<file path="src/sclf_pkg.sv">
// ----------------------------------------------------------------------------
// sclf_pkg
// Shared types, op codes, flag bit positions and range limits for the
// saturating clamp and flag unit.
// ----------------------------------------------------------------------------
package sclf_pkg;

  localparam int unsigned FLAG_W  = 18;
  localparam int unsigned SHAPE_W = 44;

  localparam logic [2:0] OP_MAC123 = 3'd0;
  localparam logic [2:0] OP_MAC0   = 3'd1;
  localparam logic [2:0] OP_IR123  = 3'd2;
  localparam logic [2:0] OP_IR0    = 3'd3;
  localparam logic [2:0] OP_SZ3    = 3'd4;
  localparam logic [2:0] OP_RGB    = 3'd5;
  localparam logic [2:0] OP_SXY2   = 3'd6;
  localparam logic [2:0] OP_UNUSED = 3'd7;

  localparam logic [1:0] CH_NONE = 2'd0;
  localparam logic [1:0] CH_1    = 2'd1;
  localparam logic [1:0] CH_2    = 2'd2;
  localparam logic [1:0] CH_3    = 2'd3;

  localparam logic [4:0] FB_MACP  = 5'd0;
  localparam logic [4:0] FB_MACN  = 5'd3;
  localparam logic [4:0] FB_IR    = 5'd6;
  localparam logic [4:0] FB_RGB   = 5'd9;
  localparam logic [4:0] FB_SZ3   = 5'd12;
  localparam logic [4:0] FB_MAC0P = 5'd13;
  localparam logic [4:0] FB_MAC0N = 5'd14;
  localparam logic [4:0] FB_SX2   = 5'd15;
  localparam logic [4:0] FB_IR0   = 5'd17;

  localparam logic signed [63:0] MAC_MAX  = 64'sh0000_07FF_FFFF_FFFF;
  localparam logic signed [63:0] MAC_MIN  = -64'sh0000_0800_0000_0000;
  localparam logic signed [63:0] MAC0_MAX = 64'sh0000_0000_7FFF_FFFF;
  localparam logic signed [63:0] MAC0_MIN = -64'sh0000_0000_8000_0000;
  localparam logic signed [63:0] IR_MAX   = 64'sh7FFF;
  localparam logic signed [63:0] IR_MIN   = -64'sh8000;
  localparam logic signed [63:0] IR0_MAX  = 64'sh1000;
  localparam logic signed [63:0] SZ3_MAX  = 64'shFFFF;
  localparam logic signed [63:0] RGB_MAX  = 64'shFF;
  localparam logic signed [63:0] SXY_MAX  = 64'sh3FF;
  localparam logic signed [63:0] SXY_MIN  = -64'sh400;
  localparam logic signed [63:0] ZERO     = 64'sh0;

  typedef struct packed {
    logic [2:0]         op;
    logic [1:0]         index;
    logic signed [63:0] value;
    logic               lm;
    logic               clear_first;
  } req_t;

  typedef struct packed {
    logic signed [SHAPE_W-1:0] shaped_value;
    logic [FLAG_W-1:0]         flag_word;
    logic                      saturated;
  } rsp_t;

endpackage

</file>
<file path="src/sclf_check.sv">
// ----------------------------------------------------------------------------
// sclf_check
// Range check and shaping of one request against the current sticky flags;
// returns the response with the updated flag word.
// ----------------------------------------------------------------------------
module sclf_check (
  input  sclf_pkg::req_t                    req,
  input  logic [sclf_pkg::FLAG_W-1:0]       flags,
  output sclf_pkg::rsp_t                    rsp
);

  function automatic logic [sclf_pkg::FLAG_W-1:0] chan_flag(
    input logic [4:0] base,
    input logic [1:0] idx
  );
    logic [sclf_pkg::FLAG_W-1:0] f;
    f = '0;
    case (idx)
      sclf_pkg::CH_1: f = sclf_pkg::FLAG_W'(1) << base;
      sclf_pkg::CH_2: f = sclf_pkg::FLAG_W'(1) << (base + 5'd1);
      sclf_pkg::CH_3: f = sclf_pkg::FLAG_W'(1) << (base + 5'd2);
      default:        f = '0;
    endcase
    return f;
  endfunction

  logic signed [63:0]          v;
  logic signed [63:0]          lo;
  logic signed [63:0]          hi;
  logic signed [63:0]          clamped;
  logic                        below;
  logic                        above;
  logic [sclf_pkg::FLAG_W-1:0] base_flags;
  logic [sclf_pkg::FLAG_W-1:0] set_flags;
  logic [sclf_pkg::SHAPE_W-1:0] shaped;

  assign v          = req.value;
  assign base_flags = req.clear_first ? '0 : flags;

  // limits per op; mac ops use their own wrap limits
  always_comb begin
    lo = sclf_pkg::ZERO;
    hi = sclf_pkg::ZERO;
    case (req.op)
      sclf_pkg::OP_MAC123: begin
        lo = sclf_pkg::MAC_MIN;
        hi = sclf_pkg::MAC_MAX;
      end
      sclf_pkg::OP_MAC0: begin
        lo = sclf_pkg::MAC0_MIN;
        hi = sclf_pkg::MAC0_MAX;
      end
      sclf_pkg::OP_IR123: begin
        lo = req.lm ? sclf_pkg::ZERO : sclf_pkg::IR_MIN;
        hi = sclf_pkg::IR_MAX;
      end
      sclf_pkg::OP_IR0:  hi = sclf_pkg::IR0_MAX;
      sclf_pkg::OP_SZ3:  hi = sclf_pkg::SZ3_MAX;
      sclf_pkg::OP_RGB:  hi = sclf_pkg::RGB_MAX;
      sclf_pkg::OP_SXY2: begin
        lo = sclf_pkg::SXY_MIN;
        hi = sclf_pkg::SXY_MAX;
      end
      default: begin
        lo = sclf_pkg::ZERO;
        hi = sclf_pkg::ZERO;
      end
    endcase
  end

  assign below   = v < lo;
  assign above   = v > hi;
  assign clamped = below ? lo : (above ? hi : v);

  always_comb begin
    set_flags = '0;
    shaped    = clamped[sclf_pkg::SHAPE_W-1:0];
    case (req.op)
      sclf_pkg::OP_MAC123: begin
        shaped = v[sclf_pkg::SHAPE_W-1:0];
        if (below) set_flags = chan_flag(sclf_pkg::FB_MACN, req.index);
        if (above) set_flags = chan_flag(sclf_pkg::FB_MACP, req.index);
      end
      sclf_pkg::OP_MAC0: begin
        shaped = {{(sclf_pkg::SHAPE_W-32){v[31]}}, v[31:0]};
        if (below) set_flags[sclf_pkg::FB_MAC0N] = 1'b1;
        if (above) set_flags[sclf_pkg::FB_MAC0P] = 1'b1;
      end
      sclf_pkg::OP_IR123: begin
        if (below || above) set_flags = chan_flag(sclf_pkg::FB_IR, req.index);
      end
      sclf_pkg::OP_IR0: begin
        if (below || above) set_flags[sclf_pkg::FB_IR0] = 1'b1;
      end
      sclf_pkg::OP_SZ3: begin
        if (below || above) set_flags[sclf_pkg::FB_SZ3] = 1'b1;
      end
      sclf_pkg::OP_RGB: begin
        if (below || above) set_flags = chan_flag(sclf_pkg::FB_RGB, req.index);
      end
      sclf_pkg::OP_SXY2: begin
        // sx and sy only
        if ((below || above) && req.index != sclf_pkg::CH_3)
          set_flags = chan_flag(sclf_pkg::FB_SX2, req.index);
      end
      default: begin
        set_flags = '0;
        shaped    = '0;
      end
    endcase
  end

  assign rsp.shaped_value = shaped;
  assign rsp.flag_word    = base_flags | set_flags;
  assign rsp.saturated    = (req.op != sclf_pkg::OP_UNUSED) && (below || above);

endmodule

</file>
<file path="src/saturating_clamp_flag_unit.sv">
// ----------------------------------------------------------------------------
// saturating_clamp_flag_unit
// Checks a 64-bit signed value against the range of the register its op
// names, wraps or clamps it, and keeps sticky overflow flags.
// ----------------------------------------------------------------------------
// A request is registered into the stage register on acceptance and checked
// there, its response landing in the output register when that register can
// advance. One request is taken every cycle while the response side keeps up.
// The sticky flags update when a request moves into the output register, so
// each response carries the flags as they stand after that request, and
// clear_first clears them before its own check.
module saturating_clamp_flag_unit (
  input  logic            clk,
  input  logic            rst,
  input  logic            req_valid,
  output logic            req_ready,
  input  sclf_pkg::req_t  req,
  output logic            rsp_valid,
  input  logic            rsp_ready,
  output sclf_pkg::rsp_t  rsp
);

  logic                        stage_valid;
  sclf_pkg::req_t              stage;
  logic [sclf_pkg::FLAG_W-1:0] flags;
  sclf_pkg::rsp_t              result;
  logic                        advance;

  assign advance   = !rsp_valid || rsp_ready;
  assign req_ready = !stage_valid || advance;

  sclf_check u_check (
    .req   (stage),
    .flags (flags),
    .rsp   (result)
  );

  always_ff @(posedge clk) begin
    if (rst) begin
      stage_valid <= 1'b0;
    end else if (req_ready) begin
      stage_valid <= req_valid;
    end
  end

  always_ff @(posedge clk) begin
    if (req_ready && req_valid) begin
      stage <= req;
    end
  end

  always_ff @(posedge clk) begin
    if (rst) begin
      rsp_valid <= 1'b0;
      flags     <= '0;
    end else if (advance) begin
      rsp_valid <= stage_valid;
      if (stage_valid) begin
        flags <= result.flag_word;
      end
    end
  end

  always_ff @(posedge clk) begin
    if (advance && stage_valid) begin
      rsp <= result;
    end
  end

  // flags only grow unless a request clears them
  assert property (@(posedge clk) disable iff (rst)
    (advance && stage_valid && !stage.clear_first) |=>
      ((flags & $past(flags)) == $past(flags)))
    else $error("sticky flag lost without clear");

  // held response always shows the current flags
  assert property (@(posedge clk) disable iff (rst)
    rsp_valid |-> (rsp.flag_word == flags))
    else $error("response flag word differs from sticky flags");

  // reset leaves no flag and no pending work
  assert property (@(posedge clk)
    rst |=> (flags == '0 && !stage_valid && !rsp_valid))
    else $error("state not cleared by reset");

endmodule
</file>
<file path="config.mk">
export PLATFORM = sky130hd
export DESIGN_NAME = saturating_clamp_flag_unit
export DESIGN_NICKNAME = d
export VERILOG_FILES = /design/src/sclf_pkg.sv /design/src/sclf_check.sv /design/src/saturating_clamp_flag_unit.sv
export SDC_FILE = /design/constraint.sdc
export NUM_CORES = 1
export LEC_CHECK = 0
export BUFFER_PORTS_ARGS = -buffer_cell sky130_fd_sc_hd__buf_4
export CORE_MARGIN = 2
export CORE_UTILIZATION = 44
export CTS_CLUSTER_DIAMETER = 100
export DETAILED_ROUTE_END_ITERATION = 16
export SYNTH_ARGS = -nofsm -noshare
export SYNTH_HDL_FRONTEND = slang
export SYNTH_HIERARCHICAL = 1
export SYNTH_SLANG_ARGS = --single-unit
</file>
<file path="constraint.sdc">
create_clock -name clk -period 8.3 [get_ports clk]
set_clock_uncertainty 0.15 [all_clocks]
set_input_delay 0.415 -clock clk [delete_from_list [all_inputs] [get_ports clk]]
set_output_delay 0.415 -clock clk [all_outputs]
set_load 0.02 [all_outputs]
</file>
==> impl_metrics.toml <==
[cts]
cts_tree = "built"
insertion_delay_ns = 0.43
cts.repair.resized = 0
cts_root_buf = "clkbuf_16"
cts_max_path_buffers = 2
cts_inserted_buffers = 17
htreeDepth = 4
clk_pin_slew_worst_paths_ns = 0.06
cts_sinks = 154

[route]
wl_um = 19000
highest_layer = "met4"
drt_first_pass_iters = 4
met2_length_um = 9320
dr_wl_met3_um = 875
wl_per_cell_um = 17.3
drt_iter0_markers = 331
vias_per_cell = 5.45
vias = 5984
antenna_left = 0
drc_errors = 0
m1WireLength_um = 8490

[timing]
setup_viol = 0
maxSlewViolCount = 0
fin_crit_sh_pct = 64.8
hold_slack_ns = 0.0118
period_minus_slack_ns = 5.38
max_slew_margin_pct = 26.0
rsz0062_at_grt = "false"
clock.fmax_mhz = 186
final_hold_viol_count = 0
tightest_slew_ns = 1.10
tns_ns = 0

[synthesis]
ys_async_sr_fraction_pct = 0
synth_area_leaders = "edfxtp_1 48%, ha_1 14%, dfxtp_1 4.8%"
synth.net_count = 852
syn-cell-area_um2 = 8370
ys.flop_type = "edfxtp_1"
syn_avg_cell_area_um2 = 12.3
yosysTopAreaCellShare_pct = 48.1
synth_enable_flop_cells = 134
ys.warnings.count = 6
yosysTopAreaCell = "edfxtp_1"
seq_area_frac_synth_pct = 52.9
synth_cell_types = 65
synthCells = 681
synth-seq-cells = 154

[placement]
place_inst = 1037
io_buffer_count = 139
hpwlAfterDp_um = 13900
gp_congestion = 0.850

[final_layout]
final_common_cell = "buf_4"
utilization_pct = 56.2
mostFrequentLayoutCells = "142 x buf_4, 134 x edfxtp_1, 96 x ha_1"
final_nets = 1021
fill_cells = 1550
area_growth_pct = 25.6
instances_no_fill = 1097
n_antenna_cell = 0
drive_gt1_share_pct = 24.3

[floorplanning]
dieWidth_um = 142
start_util_pct = 44.7
num_rows = 50
die_h_um = 142
core_um2 = 18700
die_area_um2 = 20100
io_pins = 140

[global_route]
grt.overflow.total = 0
grt_max_degree = 82
grtUsageTotal_pct = 19.4
grt_pass1_wl_um = 30200
antenna_found_initial = 0
grt_pass1_vias = 5932

[pwr]
switching_power_uw = 527
ir_worst_vdd_mv = 0.135
p_sw_share_pct = 25.4
p_int_uw = 1550
power_frac_comb_pct = 16.2
clock_power_share_pct = 39.2
p_per_area_nw_per_um2 = 198
seqPwrFrac_pct = 44.6
p_leak_uw = 0.00402

[run_status]
status = "finished clean"

[worst_setup_path]
r2r-start = "stage[70]"
worstPathCellList = "nor2_1 > a21oi_1 > ha_1 > a21oi_1 > o21ai_1 > a221oi_1 > o22ai_1 > o31ai_4 > nor2b_2 > nor2_2 > a21oi_4 > nor2_1"
startpoint_type = "register"
worstPathArrival_ns = 5.37
startpoint = "stage[70]"
critPathMaxStageDelay_ns = 0.87
cp_max_fo = 17
cp_slowest_cell = "a21oi_1"
setup.worst_path.end_class = "register"
worstPathRequired_ns = 8.29
critical_path_class = "register to register"

[job]
maxCapViolations = 0

[worst_hold_path]
min_path_type = "input pin to register"
hp-start = "req[10]"
kinds of logic after synthesis:
group           Yosys count  synth area share, %
simple gates            210                 14.5
mux                      18                 2.15
buf+inv                  54                 3.19
flops                   154                 52.9
compound gates          149                 12.9
fa+ha+maj                96                 14.4
layer usage:
| layer | vias up | GRT usage, % |
|---|---|---|
| met5 | - | 0 |
| met4 | 0 | 6.84 |
| met3 | 20 | 4.02 |
| met2 | 151 | 32.2 |
| met1 | 2877 | 25.3 |
| li1 | 2936 | - |
per-stage QoR:
step | power [µW] | setup slack (ns) | instance area (µm²)
global route | 2170 | 2.46 | 10500
CTS | 2090 | 2.86 | 10500
global placement | 1260 | 3.22 | 9600
floorplan | 1160 | 3.63 | 8370
finish | 2080 | 2.92 | 10500
detailed placement | 1270 | 2.89 | 9600
synthesized netlist by cell type, drive strengths merged, types with 4 or more instances:
| cell type | count |
|---|---|
| dfxtp | 20 |
| o22ai | 14 |
| nand2 | 31 |
| a21o | 7 |
| nand3 | 23 |
| clkbuf | 7 |
| a21oi | 47 |
| a211oi | 4 |
| o211ai | 5 |
| o21ai | 24 |
| mux2i | 18 |
| a31oi | 5 |
| buf | 13 |
| nand2b | 40 |
| nor4 | 10 |
| nor2 | 57 |
| ha | 96 |
| nor3b | 4 |
| nor2b | 6 |
| o32ai | 4 |
| inv | 33 |
| o21a | 19 |
| nor3 | 7 |
| nand4 | 23 |
| edfxtp | 134 |
final timing paths:
path	end	slack, ns	depth (start not counted)
setup reg to reg	rsp[48]	2.92	12
setup / recovery	rsp[48]	2.92	12
hold reg to reg	flags[16]	0.33	2
hold / removal	stage[10]	0.01	1
registers in the layout (all words and copies together) (netlist names):
| register | cells |
|---|---|
| flags | 18 |
| rsp | 63 |
| rsp_valid | 1 |
| stage | 71 |
| stage_valid | 1 |
timing repair:
item | in CTS | in global routing
setup buffers | 0 | 0
endpoints found under the hold margin | 26 | 2
hold buffers | 26 | 2
power by group through the flow:
stage,combinational [µW],clock (µW),sequential [µW]
after floorplan,203,0,955
after global placement,312,0,944
after detailed placement,325,0,944
after CTS,336,830,928
after global routing,373,863,932
final,336,814,927
worst max-delay path, delay by kind of cell, from the launching register on:
kind / cells / cell delay (ns)
adders and majority gates: 1 / 0.40
and+or+nand+nor: 4 / 1.21
AOI/OAI and AO/OA: 7 / 2.67
DFF: 1 / 0.65
final cells by class:
class	instances	area [µm²]	share of cell area [%]
inverter	34	128	1.21
sequential	154	4420	42.1
clock buffer	22	487	4.63
multi-input combinational	473	3690	35.1
clock inverter	10	138	1.31
timing repair buffer	170	1350	12.8
tap	234	293	2.79
No activity file was read; power rests on OpenSTA's default activity.
